===== src/sv/char_lcd_number_field_writer_core_defines.svh =====
// ----------------------------------------------------------------------------
// Assertion macros for the character LCD number field writer
// Property macros that compile away in synthesis.
// ----------------------------------------------------------------------------
`ifndef CHAR_LCD_NUMBER_FIELD_WRITER_CORE_DEFINES_SVH
`define CHAR_LCD_NUMBER_FIELD_WRITER_CORE_DEFINES_SVH

`ifndef SYNTHESIS

// antecedent implies consequent in the same cycle
`define LCDNF_ASSERT_SAME(label, clk, rst, ante, cons) \
   label: assert property (@(posedge clk) disable iff (rst) (ante) |-> (cons)) \
      else $error("lcdnf check failed");

// antecedent implies consequent in the next cycle
`define LCDNF_ASSERT_NEXT(label, clk, rst, ante, cons) \
   label: assert property (@(posedge clk) disable iff (rst) (ante) |=> (cons)) \
      else $error("lcdnf check failed");

`else

`define LCDNF_ASSERT_SAME(label, clk, rst, ante, cons)
`define LCDNF_ASSERT_NEXT(label, clk, rst, ante, cons)

`endif

`endif


===== src/sv/lcdnf_pkg.sv =====
// ----------------------------------------------------------------------------
// lcdnf_pkg
// Types, codes and constants shared by the number field writer.
// ----------------------------------------------------------------------------
package lcdnf_pkg;

   localparam int VALUE_W     = 16;
   localparam int DIGIT_W     = 4;
   localparam int NUM_DIGITS  = 5;
   localparam int BCD_W       = NUM_DIGITS * DIGIT_W;
   localparam int NUM_STEPS   = VALUE_W;
   localparam int NUM_CHARS   = 8;
   localparam int NUM_NIBBLES = 2 * NUM_CHARS + 2;
   localparam int IDX_W       = $clog2(NUM_NIBBLES);
   localparam int CHAR_IDX_W  = $clog2(NUM_CHARS);

   localparam logic [7:0] ASCII_ZERO  = 8'h30;
   localparam logic [7:0] ASCII_SPACE = 8'h20;
   localparam logic [DIGIT_W-1:0] DIGIT_ADJ_MIN = 4'd5;
   localparam logic [DIGIT_W-1:0] DIGIT_ADJ     = 4'd3;

   typedef enum logic [1:0] {
      KIND_BIN  = 2'd0,
      KIND_DEC3 = 2'd1,
      KIND_DEC5 = 2'd2,
      KIND_BAD  = 2'd3
   } kind_type;

   typedef struct packed {
      logic               valid;
      logic [7:0]         position;
      kind_type           kind;
      logic [7:0]         lo;
      logic [VALUE_W-1:0] bin;
      logic [BCD_W-1:0]   bcd;
   } cell_type;

   // one shift-and-add-3 step of binary to BCD conversion
   function automatic cell_type dd_step(cell_type c);
      cell_type         r;
      logic [BCD_W-1:0] adj;
      int               k;
      r   = c;
      adj = c.bcd;
      for (k = 0; k < NUM_DIGITS; k++) begin
         if (adj[k*DIGIT_W +: DIGIT_W] >= DIGIT_ADJ_MIN) begin
            adj[k*DIGIT_W +: DIGIT_W] = adj[k*DIGIT_W +: DIGIT_W] + DIGIT_ADJ;
         end
      end
      r.bcd = {adj[BCD_W-2:0], c.bin[VALUE_W-1]};
      r.bin = {c.bin[VALUE_W-2:0], 1'b0};
      return r;
   endfunction

endpackage


===== src/sv/lcdnf_req_if.sv =====
// ----------------------------------------------------------------------------
// lcdnf_req_if
// Request channel: one field update per transfer.
// ----------------------------------------------------------------------------
interface lcdnf_req_if;
   logic        valid;
   logic        ready;
   logic [7:0]  position;
   logic [15:0] value;
   logic [1:0]  kind;

   modport source (output valid, output position, output value, output kind, input ready);
   modport sink   (input valid, input position, input value, input kind, output ready);
endinterface


===== src/sv/lcdnf_rsp_if.sv =====
// ----------------------------------------------------------------------------
// lcdnf_rsp_if
// Response channel: one LCD bus nibble write per transfer.
// ----------------------------------------------------------------------------
interface lcdnf_rsp_if;
   logic       valid;
   logic       ready;
   logic [3:0] nibble;
   logic       is_data;
   logic       last;

   modport source (output valid, output nibble, output is_data, output last, input ready);
   modport sink   (input valid, input nibble, input is_data, input last, output ready);
endinterface


===== src/sv/char_lcd_number_field_writer_core.sv =====
// ----------------------------------------------------------------------------
// char_lcd_number_field_writer_core
// Formats a 16-bit number into an eight-character LCD field and emits it as
// 4-bit bus writes.
// ----------------------------------------------------------------------------
// Each request carries a set-address command byte, a value and a format kind.
// A valid request yields eighteen response transfers: the position byte as a
// command (is_data low), then eight characters as data, high nibble first,
// with last set on the eighteenth. Kind 3 is taken and yields nothing. The
// number passes through a row of sixteen conversion cells, one binary to BCD
// step each, registered cell by cell before the nibble sender takes it. The
// nibble sender issues one write per cycle while the receiver holds ready;
// further requests queue in the cell row while a field is being sent.
// ----------------------------------------------------------------------------
module char_lcd_number_field_writer_core (
   input  logic        clock,
   input  logic        reset,
   lcdnf_req_if.sink   req_chan,
   lcdnf_rsp_if.source rsp_chan
);

   lcdnf_pkg::cell_type chain [lcdnf_pkg::NUM_STEPS+1];
   logic                take  [lcdnf_pkg::NUM_STEPS+1];
   lcdnf_pkg::cell_type head;
   logic                load;

   always_comb begin
      head.valid    = req_chan.valid &
                      (lcdnf_pkg::kind_type'(req_chan.kind) != lcdnf_pkg::KIND_BAD);
      head.position = req_chan.position;
      head.kind     = lcdnf_pkg::kind_type'(req_chan.kind);
      head.lo       = req_chan.value[7:0];
      head.bcd      = '0;
      if (lcdnf_pkg::kind_type'(req_chan.kind) == lcdnf_pkg::KIND_DEC5) begin
         head.bin = req_chan.value;
      end else begin
         head.bin = {8'd0, req_chan.value[7:0]};
      end
   end

   assign chain[0] = head;

   assign take[lcdnf_pkg::NUM_STEPS] = load;

   for (genvar i = 0; i < lcdnf_pkg::NUM_STEPS; i++) begin : g_cell
      assign take[i] = ~chain[i+1].valid | take[i+1];

      lcdnf_cell u_cell (
         .clock    (clock),
         .reset    (reset),
         .take     (take[i]),
         .cell_in  (chain[i]),
         .cell_out (chain[i+1])
      );
   end

   assign req_chan.ready = take[0];

   lcdnf_emit u_emit (
      .clock    (clock),
      .reset    (reset),
      .tail     (chain[lcdnf_pkg::NUM_STEPS]),
      .load     (load),
      .rsp_chan (rsp_chan)
   );

endmodule


===== src/sv/lcdnf_cell.sv =====
// ----------------------------------------------------------------------------
// lcdnf_cell
// One conversion cell: applies one BCD step and registers the item.
// ----------------------------------------------------------------------------
module lcdnf_cell (
   input  logic                clock,
   input  logic                reset,
   input  logic                take,
   input  lcdnf_pkg::cell_type cell_in,
   output lcdnf_pkg::cell_type cell_out
);

   lcdnf_pkg::cell_type cell_ff;
   lcdnf_pkg::cell_type cell_in_step;

   assign cell_in_step = lcdnf_pkg::dd_step(cell_in);

   always_ff @(posedge clock) begin
      if (reset) begin
         cell_ff.valid <= 1'b0;
      end else if (take) begin
         cell_ff.valid <= cell_in.valid;
      end
      if (take) begin
         cell_ff.position <= cell_in_step.position;
         cell_ff.kind     <= cell_in_step.kind;
         cell_ff.lo       <= cell_in_step.lo;
         cell_ff.bin      <= cell_in_step.bin;
         cell_ff.bcd      <= cell_in_step.bcd;
      end
   end

   assign cell_out = cell_ff;

endmodule


===== src/sv/lcdnf_emit.sv =====
// ----------------------------------------------------------------------------
// lcdnf_emit
// Formats eight characters and sends position and text as nibble writes.
// ----------------------------------------------------------------------------
`include "char_lcd_number_field_writer_core_defines.svh"

module lcdnf_emit (
   input  logic                clock,
   input  logic                reset,
   input  lcdnf_pkg::cell_type tail,
   output logic                load,
   lcdnf_rsp_if.source         rsp_chan
);

   localparam logic [lcdnf_pkg::IDX_W-1:0] IDX_LAST = lcdnf_pkg::IDX_W'(lcdnf_pkg::NUM_NIBBLES - 1);
   localparam logic [lcdnf_pkg::IDX_W-1:0] IDX_TEXT = lcdnf_pkg::IDX_W'(2);

   logic                          busy_ff;
   logic                          busy_in;
   logic [lcdnf_pkg::IDX_W-1:0]   idx_ff;
   logic [lcdnf_pkg::IDX_W-1:0]   idx_in;
   logic [7:0]                    pos_ff;
   logic [7:0]                    chars_ff [lcdnf_pkg::NUM_CHARS];
   logic [7:0]                    chars_in [lcdnf_pkg::NUM_CHARS];
   logic [lcdnf_pkg::IDX_W-1:0]   text_idx;
   logic [lcdnf_pkg::CHAR_IDX_W-1:0] char_sel;
   logic [7:0]                    cur_char;
   logic                          xfer;
   logic                          is_last;

   always_comb begin
      for (int i = 0; i < lcdnf_pkg::NUM_CHARS; i++) begin
         chars_in[i] = lcdnf_pkg::ASCII_SPACE;
         unique case (tail.kind)
            lcdnf_pkg::KIND_BIN: begin
               chars_in[i] = lcdnf_pkg::ASCII_ZERO | {7'd0, tail.lo[lcdnf_pkg::NUM_CHARS-1-i]};
            end
            lcdnf_pkg::KIND_DEC3: begin
               if (i < 3) begin
                  chars_in[i] = lcdnf_pkg::ASCII_ZERO |
                                {4'd0, tail.bcd[(2-i)*lcdnf_pkg::DIGIT_W +: lcdnf_pkg::DIGIT_W]};
               end
            end
            lcdnf_pkg::KIND_DEC5: begin
               if (i < lcdnf_pkg::NUM_DIGITS) begin
                  chars_in[i] = lcdnf_pkg::ASCII_ZERO |
                                {4'd0, tail.bcd[(lcdnf_pkg::NUM_DIGITS-1-i)*lcdnf_pkg::DIGIT_W
                                                +: lcdnf_pkg::DIGIT_W]};
               end
            end
            default: begin
               chars_in[i] = lcdnf_pkg::ASCII_SPACE;
            end
         endcase
      end
   end

   assign is_last = (idx_ff == IDX_LAST);
   assign xfer    = rsp_chan.valid & rsp_chan.ready;
   assign load    = ~busy_ff | (xfer & is_last);

   always_comb begin
      busy_in = busy_ff;
      idx_in  = idx_ff;
      if (load) begin
         busy_in = tail.valid;
         idx_in  = '0;
      end else if (xfer) begin
         idx_in = idx_ff + 1'b1;
      end
   end

   always_ff @(posedge clock) begin
      if (reset) begin
         busy_ff <= 1'b0;
         idx_ff  <= '0;
      end else begin
         busy_ff <= busy_in;
         idx_ff  <= idx_in;
      end
   end

   always_ff @(posedge clock) begin
      if (load) begin
         pos_ff   <= tail.position;
         chars_ff <= chars_in;
      end
   end

   assign text_idx = idx_ff - IDX_TEXT;
   assign char_sel = text_idx[lcdnf_pkg::CHAR_IDX_W:1];
   assign cur_char = chars_ff[char_sel];

   always_comb begin
      rsp_chan.valid   = busy_ff;
      rsp_chan.last    = is_last;
      rsp_chan.is_data = (idx_ff >= IDX_TEXT);
      if (idx_ff < IDX_TEXT) begin
         rsp_chan.nibble = idx_ff[0] ? pos_ff[3:0] : pos_ff[7:4];
      end else begin
         rsp_chan.nibble = text_idx[0] ? cur_char[3:0] : cur_char[7:4];
      end
   end

   `LCDNF_ASSERT_NEXT(a_stall_hold, clock, reset, rsp_chan.valid && !rsp_chan.ready, rsp_chan.valid && $stable(idx_ff))
   `LCDNF_ASSERT_SAME(a_cmd_first, clock, reset, rsp_chan.valid && !rsp_chan.is_data, idx_ff == '0 || idx_ff == 1)
   `LCDNF_ASSERT_NEXT(a_run_end, clock, reset, xfer && is_last && !tail.valid, !rsp_chan.valid)

endmodule


===== src/flat_wrapper.sv =====
// flat-port wrapper written by rule: the top's interface ports become plain ports
module char_lcd_number_field_writer_core_flat 
  (clock, reset, req_chan_valid, req_chan_position, req_chan_value, req_chan_kind, req_chan_ready, rsp_chan_valid, rsp_chan_nibble, rsp_chan_is_data, rsp_chan_last, rsp_chan_ready);
  lcdnf_req_if req_chan_i ();
  lcdnf_rsp_if rsp_chan_i ();
  input  logic clock;
  input  logic reset;
  input wire logic [$bits(req_chan_i.valid)-1:0] req_chan_valid;
  input wire logic [$bits(req_chan_i.position)-1:0] req_chan_position;
  input wire logic [$bits(req_chan_i.value)-1:0] req_chan_value;
  input wire logic [$bits(req_chan_i.kind)-1:0] req_chan_kind;
  output wire logic [$bits(req_chan_i.ready)-1:0] req_chan_ready;
  output wire logic [$bits(rsp_chan_i.valid)-1:0] rsp_chan_valid;
  output wire logic [$bits(rsp_chan_i.nibble)-1:0] rsp_chan_nibble;
  output wire logic [$bits(rsp_chan_i.is_data)-1:0] rsp_chan_is_data;
  output wire logic [$bits(rsp_chan_i.last)-1:0] rsp_chan_last;
  input wire logic [$bits(rsp_chan_i.ready)-1:0] rsp_chan_ready;
  assign req_chan_i.valid = req_chan_valid;
  assign req_chan_i.position = req_chan_position;
  assign req_chan_i.value = req_chan_value;
  assign req_chan_i.kind = req_chan_kind;
  assign req_chan_ready = req_chan_i.ready;
  assign rsp_chan_valid = rsp_chan_i.valid;
  assign rsp_chan_nibble = rsp_chan_i.nibble;
  assign rsp_chan_is_data = rsp_chan_i.is_data;
  assign rsp_chan_last = rsp_chan_i.last;
  assign rsp_chan_i.ready = rsp_chan_ready;
  char_lcd_number_field_writer_core u_core (.clock(clock), .reset(reset), .req_chan(req_chan_i), .rsp_chan(rsp_chan_i));
endmodule

===== config.mk =====
export PLATFORM = sky130hd
export DESIGN_NAME = char_lcd_number_field_writer_core_flat
export DESIGN_NICKNAME = d
export VERILOG_FILES = /design/src/sv/lcdnf_pkg.sv /design/src/sv/lcdnf_req_if.sv /design/src/sv/lcdnf_rsp_if.sv /design/src/sv/char_lcd_number_field_writer_core.sv /design/src/sv/lcdnf_cell.sv /design/src/sv/lcdnf_emit.sv /design/src/flat_wrapper.sv
export VERILOG_INCLUDE_DIRS = /design/src /design/src/sv
export SDC_FILE = /design/constraint.sdc
export NUM_CORES = 1
export LEC_CHECK = 0
export BUFFER_PORTS_ARGS = -buffer_cell sky130_fd_sc_hd__buf_2
export CAP_MARGIN = 20
export CORE_ASPECT_RATIO = 1.4
export CORE_MARGIN = 2
export CORE_UTILIZATION = 44
export CTS_CLUSTER_SIZE = 20
export DETAILED_ROUTE_END_ITERATION = 7
export HOLD_SLACK_MARGIN = 0.02
export PLACE_DENSITY = 0.64
export SLEW_MARGIN = 15
export SYNTH_ARGS = -nofsm -noshare
export SYNTH_HDL_FRONTEND = slang
export SYNTH_SLANG_ARGS = --single-unit

===== constraint.sdc =====
create_clock -name clock -period 3.5 [get_ports clock]
set_input_delay 0.7 -clock clock [delete_from_list [all_inputs] [get_ports clock]]
set_output_delay 0.7 -clock clock [all_outputs]
set_load 0.05 [all_outputs]

==> results.toml, run 1 <==
[outcome]
status = "complete, no violations"

[cts]
clock_sinks = 534
clk_pin_slew_ns = 0.06
cts_root_buf = "clkbuf_16"
postCtsHoldBufs = 0
clock_latency_ns = 0.57
cts_tree = "done"
clockBufferDepth = 3
cts_max_level = 2
cts_buffers = 50

[route]
ant_nets = 0
drt_iter0_drc = 347
via_per_inst = 4.72
remaining_drc_errors = 0
route.vias.total = 9470
wl_per_cell_um = 12.3
wirelength_mm = 24.8
dr.pass1.iters = 4

[finish]
drive_gt1_share_pct = 10.4
stdcell_area_um2 = 23000
diodes = 0
final_nets = 1458
final_cells = 2006
syn_to_final_growth_pct = 12.6
final_util_pct = 50.0
layout_common_cells = "edfxtp_1 (512), nand2_1 (133), inv_1 (90)"
final_common_cell = "edfxtp_1"

[logic_synthesis]
yosys_warnings = 0
synth_edf_count = 512
ys.flop_type = "edfxtp_1"
synthCells = 1255
async_flop_share_pct = 0
avgSynthCellArea_um2 = 16.3
syn-num-nets = 1363
ys_ff_latch = 534
synth.yosys.seq_area_share_pct = 77.5
synth.distinct_cells = 41
synth_area_um2 = 20400

[floorplanning]
start_util_pct = 44.4
die_area_um2 = 48200
fp.dieH_um = 259
core_area_um2 = 46000
die_w_um = 186
io_pins = 38
rows = 93

[worst_setup_path]
worst_ep_required_time_ns = 2.80
critPathMaxStageDelay_ns = 0.44
path_class = "reg2out"
cp-end-kind = "primary output"
cp-start-kind = "register"
crit_chain = "inv_1 -> ha_1 -> and2_1 -> mux2_2 -> o211ai_1 -> o211ai_1 -> buf_2"
cpMostUsedCell = "o211ai_1"
reg2reg_to = "u_core.g_cell[13].u_cell.cell_out[16]$_DFFE_PP_"
timing.rr.start = "u_core.u_emit.idx_ff[0]$_SDFFE_PP0P_"
reg2reg_slack_ns = 0.77
crit_fanout = 7
critPathSlowestCell = "dfxtp_1"
reg2reg_depth = 5
worst-endpoint-arrival_ns = 2.58

[timing]
finalHoldWorstSlack_ns = 0.302
rsz0062_at_grt = "false"
skew_ns = 0.0308
setup-tns-final_ns = 0
fin_ws_ns = 0.224
slew_violations = 0
slew_headroom_pct = 34.4
period_minus_slack_ns = 3.28
setup_viol = 0
max_clock_freq_ghz = 0.305
finalHoldViolations = 0
min_period_over_period_pct = 93.6
tightest_slew_ns = 0.981

[placed_design]
placed_cells = 1913
gp_congestion = 0.719
placed_area_um2 = 21400
place_ws_ns = 0.657
place_hpwl_mm = 17.5
io_buffers = 37

[power_and_ir_drop]
finalPower_mw = 15.6
leakage_nw = 9.01
vdd_ir_drop_max_mv = 0.545
power_density_nw_per_um2 = 679

[worst_hold_path]
hold_path_class = "in2reg"
holdPathEnd = "u_core.g_cell[0].u_cell.cell_out[52]$_DFFE_PP_"
whs_path_depth = 1
min_from = "req_chan_position[6]"

[grt]
grt_pass1_wl_mm = 41.2
grt_pass1_vias = 9407
grt_antenna_before_repair = 0
grt_max_degree = 40
track_usage_pct = 10.5
grt-ovfl-total = 0

[flow_run]
maxCapViolations = 0
==> cells in the mapped netlist (6+ instances only) <==
library cell	instances	area [um^2]
nor2b_1	6	37.5
nand4_1	8	50.1
and2_1	19	119
nor2_1	56	210
dfxtp_1	22	440
a22o_1	9	78.8
nand3_1	6	30.0
o21ai_0	69	345
xnor2_1	37	324
inv_1	90	338
ha_1	78	976
a21oi_1	50	250
nand2b_1	63	394
mux2i_1	40	400
nand2_1	133	499
edfxtp_1	512	15400
==> how the worst max path moves through the flow <==
stage	from	to	slack (ns)	cells past startpoint
2_1_floorplan	u_core.u_emit.idx_ff[1]$_SDFFE_PP0P_	u_core.g_cell[0].u_cell.cell_out[0]$_SDFFCE_PP0P_	0.05	6
3_3_place_gp	u_core.u_emit.idx_ff[0]$_SDFFE_PP0P_	req_chan_ready	0.73	5
3_5_place_dp	u_core.u_emit.idx_ff[0]$_SDFFE_PP0P_	u_core.g_cell[4].u_cell.cell_out[4]$_DFFE_PP_	0.66	4
4_1_cts	u_core.u_emit.idx_ff[0]$_SDFFE_PP0P_	req_chan_ready	0.06	5
5_1_grt	u_core.u_emit.idx_ff[2]$_SDFFE_PP0P_	rsp_chan_nibble[0]	0.02	7
6_report	u_core.u_emit.idx_ff[2]$_SDFFE_PP0P_	rsp_chan_nibble[0]	0.22	7
==> layer usage <==
metal	track usage (%)	up-vias	part of all wire, %
met5	0	-	0
met1	9.36	4533	34
met2	21.9	132	59
met4	3.94	0	2.7
li1	-	4749	-
met3	2.41	56	3.7
==> flip-flops by register name (all words and copies together) (netlist names) <==
name	count
u_core.u_emit.idx_ff	5
u_core.u_emit.rsp_chan.valid	1
u_core.g_cell.u_cell.cell_out	494
u_core.u_emit.chars_ff	26
u_core.u_emit.pos_ff	8
==> cell families (layout without fill, tap and decap cells) <==
logic type,Yosys count,in the layout,share of synthesized area (%)
flip-flops,534,534,77.5
AND/OR/NAND/NOR,306,306,7.26
AO/OA/AOI/OAI,150,150,4.26
buffers and inverters,101,235,1.95
adder cells (fa/ha/maj),78,78,4.78
multiplexers,47,47,2.62
XOR/XNOR,39,39,1.67
==> cell type report <==
type                       instances  area (um^2)
timing repair buffer              54          325
tap                              617          772
multi-input combinational        620         4210
clock buffer                      63         1340
sequential                       534        15800
clock inverter                    28          199
fill                            3758        23000
inverter                          90          338
==> worst max-delay path: cells and delay by family (launching register included) <==
kind	cells	cell delay (ns)
buf+inv	2	0.29
flops	1	0.44
mux	1	0.35
compound gates	2	0.26
fa+ha+maj	1	0.44
simple gates	1	0.24
==> where the power goes <==
group	internal, mW	leakage, nW	total, mW	switching, mW
Combinational	0.957	2.43	2.03	1.08
Clock	2.80	0.751	4.98	2.18
Sequential	8.09	5.83	8.62	0.525
==> timing repair <==
action,CTS,global route
resized for setup,0,0
buffers inserted,0,2
setup endpoints to repair,0,1
Power figures use the tool's default switching activity.
==> run 2, diff against run 1 <==
- SYNTH_HIERARCHICAL: default -> 1
==> results.toml, run 2 <==
[timing]
fin_ws_ns = 0.152
slew_violations = 0
max_clock_freq_ghz = 0.299
tightest_slew_ns = 0.818
min_period_over_period_pct = 95.6
finalHoldViolations = 0
finalHoldWorstSlack_ns = 0.267
period_minus_slack_ns = 3.35
rsz0062_at_grt = "false"
slew_headroom_pct = 45.4
setup_viol = 0
skew_ns = 0.0188
setup-tns-final_ns = 0

[worst_setup_path]
path_delay_family = "simple AND/OR/NAND/NOR gates"
cp-start-kind = "register"
reg2reg_to = "u_core/g_cell[2].u_cell/cell_out[54]$_SDFFE_PP0P_"
critPathSlowestCell = "dfxtp_4"
reg2reg_slack_ns = 0.77
timing.rr.start = "u_core/u_emit/idx_ff[1]$_SDFFE_PP0N_"
crit_fanout = 5
worst-endpoint-arrival_ns = 2.65
path_class = "reg2out"
worst_ep_required_time_ns = 2.80
critPathMaxStageDelay_ns = 0.36
crit_chain = "inv_4 -> ha_4 -> and4bb_4 -> a21boi_4 -> clkinvlp_4 -> nand4b_4 -> nor3_4 -> nand3_2 -> buf_2"
reg2reg_depth = 12
cp-end-kind = "primary output"
path_buf_inv = 3
cp.depth = 9

[floorplanning]
rows = 117
die_area_um2 = 75800
start_util_pct = 44.5
fp.dieH_um = 325
core_area_um2 = 72800
die_w_um = 233
io_pins = 38

[outcome]
status = "complete, no violations"

[finish]
final_common_cell = "edfxtp_1"
final_util_pct = 50.5
diodes = 0
largest_register_ffs = 744
stdcell_area_um2 = 36700
drive_gt1_share_pct = 11.1
layout_common_cells = "edfxtp_1 (762), nand2_1 (315), inv_1 (167)"
final_nets = 2564
syn_to_final_growth_pct = 13.5
fillers = 5912

[cts]
cts_tree = "done"
cts_root_buf = "clkbuf_16"
cts_max_level = 3
cts_buffers = 75
clock_sinks = 784
ctsResizeCount = 0
clock_latency_ns = 0.61
postCtsHoldBufs = 0
clockBufferDepth = 3
clk_pin_slew_ns = 0.06

[logic_synthesis]
avgSynthCellArea_um2 = 14.8
synthCells = 2179
yosys_warnings = 6
synth_area_um2 = 32400

[route]
remaining_drc_errors = 0
wl_per_cell_um = 12.7
via_per_inst = 4.70
ant_nets = 0
dr.pass1.iters = 4
wirelength_mm = 42.8
route.vias.total = 15900
drt_iter0_drc = 624

[grt]
grt_antenna_before_repair = 0
met2_usage_pct = 24.5
gr-usage-met3_pct = 2.17
grt_use_met1_pct = 10.0
track_usage_pct = 11.7
grt-ovfl-total = 0
grt_pass1_wl_mm = 72.7
grt_max_degree = 55
grt_pass1_vias = 16600
grt_busiest_layer = "met2"

[placed_design]
place_hpwl_mm = 30.5
gp_congestion = 0.757
placed_area_um2 = 34200
io_buffers = 37
place_ws_ns = 0.426

[worst_hold_path]
hold_path_class = "in2reg"
min_from = "req_chan_position[2]"
holdPathEnd = "u_core/g_cell[0].u_cell/cell_out[48]$_DFFE_PP_"
whs_path_depth = 1

[power_and_ir_drop]
p_sw_mw = 8.04
power_frac_comb_pct = 21.5
power_density_nw_per_um2 = 787
pwr-share-seq_pct = 49.9
cell_internal_pwr_mw = 20.9
swShare_pct = 27.8
vdd_ir_drop_max_mv = 0.469
clock_power_share_pct = 28.6
leakage_nw = 14.9

[flow_run]
maxCapViolations = 0
run 2: final cells by class:
cell class                      count  area [um^2]  share of cell area (%)
Multi-Input combinational cell   1281         8660                    23.6
Clock inverter                     48          573                    1.56
Inverter                          169          641                    1.74
Timing Repair Buffer               58          355                   0.968
Tap cell                          952         1190                    3.24
Clock buffer                       88         1980                    5.38
Sequential cell                   784        23300                    63.5
run 2: worst max path at each step:
stage / start / endpoint / slack, ns
5_1_grt: u_core/u_emit/idx_ff[1]$_SDFFE_PP0N_ / req_chan_ready / 0.01
3_3_place_gp: u_core/u_emit/idx_ff[1]$_SDFFE_PP0N_ / req_chan_ready / 0.48
2_1_floorplan: u_core/u_emit/idx_ff[1]$_SDFFE_PP0N_ / u_core/g_cell[4].u_cell/cell_out[0]$_DFFE_PP_ / -1.62
4_1_cts: u_core/u_emit/idx_ff[1]$_SDFFE_PP0N_ / req_chan_ready / 0.07
3_5_place_dp: u_core/u_emit/idx_ff[1]$_SDFFE_PP0N_ / req_chan_ready / 0.43
6_report: u_core/u_emit/idx_ff[1]$_SDFFE_PP0N_ / req_chan_ready / 0.15
run 2: repair_timing:
action / 4_1_cts / 5_1_grt
endpoints found under the setup margin: 1 / 0
setup buffers: 2 / 0
endpoints found under the hold margin: 0 / 0
run 2: per-layer routing:
metal / wire (um) / part of all wire, % / vias up
met4: 1490 / 3.5 / 0
li1: - / - / 8030
met1: 14200 / 33 / 7586
met3: 1420 / 3.3 / 105
met5: 0 / 0 / -
met2: 25700 / 60 / 181
run 2: per-stage QoR:
stage               instances  total power, mW
floorplan                2243             19.3
finish                   3380             28.9
global placement         3242             20.2
CTS                      3380             29.2
global route             3380             30.7
detailed placement       3242             20.9
run 2: power groups by stage:
stage	combinational [mW]	sequential [mW]	clock, mW
after CTS	6.25	14.5	8.52
after detailed placement	6.22	14.7	0
after floorplan	5.04	14.2	0
after global placement	5.70	14.5	0
final	6.20	14.4	8.27
after global routing	7.11	14.7	8.89
==> run 3, diff against run 2 <==
- ABC_AREA: default -> 1
==> results.toml, run 3 <==
[logic_synthesis]
avgSynthCellArea_um2 = 12.4
synthCells = 2724
yosys_warnings = 6
synth_area_um2 = 33700

[finish]
largest_register_ffs = 744
stdcell_area_um2 = 38100
final_common_cell = "edfxtp_1"
diodes = 0
layout_common_cells = "edfxtp_1 (762), nand2_1 (523), inv_1 (439)"
fillers = 6286
final_nets = 3120
drive_gt1_share_pct = 11.7
syn_to_final_growth_pct = 13.1

[timing]
rsz0062_at_grt = "true"
period_minus_slack_ns = 3.41
min_period_over_period_pct = 97.5
max_clock_freq_ghz = 0.293
finalHoldWorstSlack_ns = 0.249
tightest_slew_ns = 0.975
slew_headroom_pct = 34.9
setup_viol = 0
finalHoldViolations = 0
skew_ns = 0.0254
slew_violations = 0

[worst_setup_path]
path_class = "reg2out"
worst-endpoint-arrival_ns = 2.71
cp-start-kind = "register"
reg2reg_to = "u_core/g_cell[1].u_cell/cell_out[54]$_SDFFE_PP0P_"
timing.rr.start = "u_core/u_emit/idx_ff[1]$_SDFFE_PP0N_"
worst_ep_required_time_ns = 2.80
crit_chain = "inv_8 -> ha_4 -> nand4_1 -> o21ai_4 -> inv_2 -> nand4_4 -> nor3_4 -> nand4_4 -> nor2_4 -> nand4_4 -> nor2_4 -> nand4_1 -> buf_6"
path_delay_family = "simple AND/OR/NAND/NOR gates"
cp-end-kind = "primary output"
reg2reg_depth = 15
path_buf_inv = 3
critPathMaxStageDelay_ns = 0.37
reg2reg_slack_ns = 0.80
critPathSlowestCell = "dfxtp_4"
crit_fanout = 14
cpMostUsedCell = "nand4_4"

[route]
remaining_drc_errors = 1
drt_iter0_drc = 914
wl_per_cell_um = 12.6
via_per_inst = 4.81
wirelength_mm = 50.0
ant_nets = 0
route.vias.total = 19100
dr.pass1.iters = 8

[power_and_ir_drop]
vdd_ir_drop_max_mv = 0.429
clock_power_share_pct = 27.2
p_sw_mw = 9.62
cell_internal_pwr_mw = 20.6
power_frac_comb_pct = 24.5
swShare_pct = 31.8
pwr-share-seq_pct = 48.4
leakage_nw = 16.2
power_density_nw_per_um2 = 794

[floorplanning]
die_area_um2 = 78800
die_w_um = 238
io_pins = 38
core_area_um2 = 76100
rows = 120
start_util_pct = 44.2
fp.dieH_um = 331

[grt]
grt_max_degree = 56
grt_pass1_vias = 19700
grt-ovfl-total = 0
track_usage_pct = 12.9
grt_antenna_before_repair = 0
grt_pass1_wl_mm = 84.8

[cts]
clock_latency_ns = 0.62
cts_tree = "done"
clock_sinks = 784
cts_root_buf = "clkbuf_16"
cts_max_level = 3
postCtsHoldBufs = 0
clockBufferDepth = 3
cts_buffers = 77
clk_pin_slew_ns = 0.07

[placed_design]
gp_congestion = 0.794
placed_area_um2 = 35500
place_hpwl_mm = 35.9
io_buffers = 37

[worst_hold_path]
min_from = "req_chan_position[7]"
holdPathEnd = "u_core/g_cell[0].u_cell/cell_out[53]$_DFFE_PP_"
whs_path_depth = 1
hold_path_class = "in2reg"

[flow_run]
maxCapViolations = 0

[outcome]
status = "complete, but fails checks"
failed_checks = "DRC"
-- run 3: power groups by stage --
| stage | registers (mW) | logic (mW) | clock network, mW |
|---|---|---|---|
| 2_1_floorplan | 14.3 | 5.80 | 0 |
| 3_3_place_gp | 14.7 | 6.62 | 0 |
| 3_5_place_dp | 14.8 | 7.31 | 0 |
| 4_1_cts | 14.6 | 7.36 | 8.48 |
| 5_1_grt | 14.9 | 8.52 | 8.84 |
| 6_report | 14.6 | 7.39 | 8.21 |
-- run 3: worst max-delay path by stage --
stage                                         start                                            end  cells after the start
3_3_place_gp                         rsp_chan_ready                                 req_chan_ready                     12
6_report       u_core/u_emit/idx_ff[1]$_SDFFE_PP0N_                                 req_chan_ready                     13
5_1_grt        u_core/u_emit/idx_ff[1]$_SDFFE_PP0N_                                 req_chan_ready                     13
2_1_floorplan  u_core/u_emit/idx_ff[1]$_SDFFE_PP0N_  u_core/g_cell[0].u_cell/cell_out[0]$_DFFE_PP_                     14
4_1_cts        u_core/u_emit/idx_ff[1]$_SDFFE_PP0N_                                 req_chan_ready                     13
3_5_place_dp                         rsp_chan_ready                                 req_chan_ready                     12
-- run 3: layout make-up --
class,count,area [um^2],area share (%)
multi-input cells,1541,8840,23.2
repair buffers,61,372,0.976
clock inverters,46,502,1.32
flip-flops and latches,784,23300,61.3
clock buffers,97,2070,5.45
inverters,460,1730,4.56
well taps,976,1220,3.21
-- run 3: timing repair --
item                                    CTS  global route
gates resized for setup                   2             3
endpoints found under the setup margin    1             2
setup buffers                             3             0
endpoints found under the hold margin     0             0
pin swaps                                 5             0
-- run 3: per-layer routing --
| layer | global-route usage (%) | vias to the layer above | wire, um |
|---|---|---|---|
| li1 | - | 9673 | - |
| met1 | 11.3 | 9038 | 17100 |
| met2 | 27.5 | 277 | 29900 |
| met3 | 2.18 | 98 | 1660 |
| met4 | 5.25 | 0 | 1380 |
| met5 | 0 | - | 0 |
-- run 3: per-stage QoR --
| step | total power [mW] | setup TNS, ns | worst slack (ns) | util (%) | cells |
|---|---|---|---|---|---|
| floorplan | 20.1 | -768.57 | -3.49 | - | 2795 |
| global placement | 21.3 | 0 | 0.262 | 46.6 | 3819 |
| detailed placement | 22.1 | 0 | 0.269 | 46.6 | 3819 |
| CTS | 30.5 | 0 | 0.00825 | 50.0 | 3965 |
| global route | 32.3 | -0.162 | -0.123 | 50.0 | 3965 |
| finish | 30.2 | 0 | 0.0880 | 50.0 | 3965 |
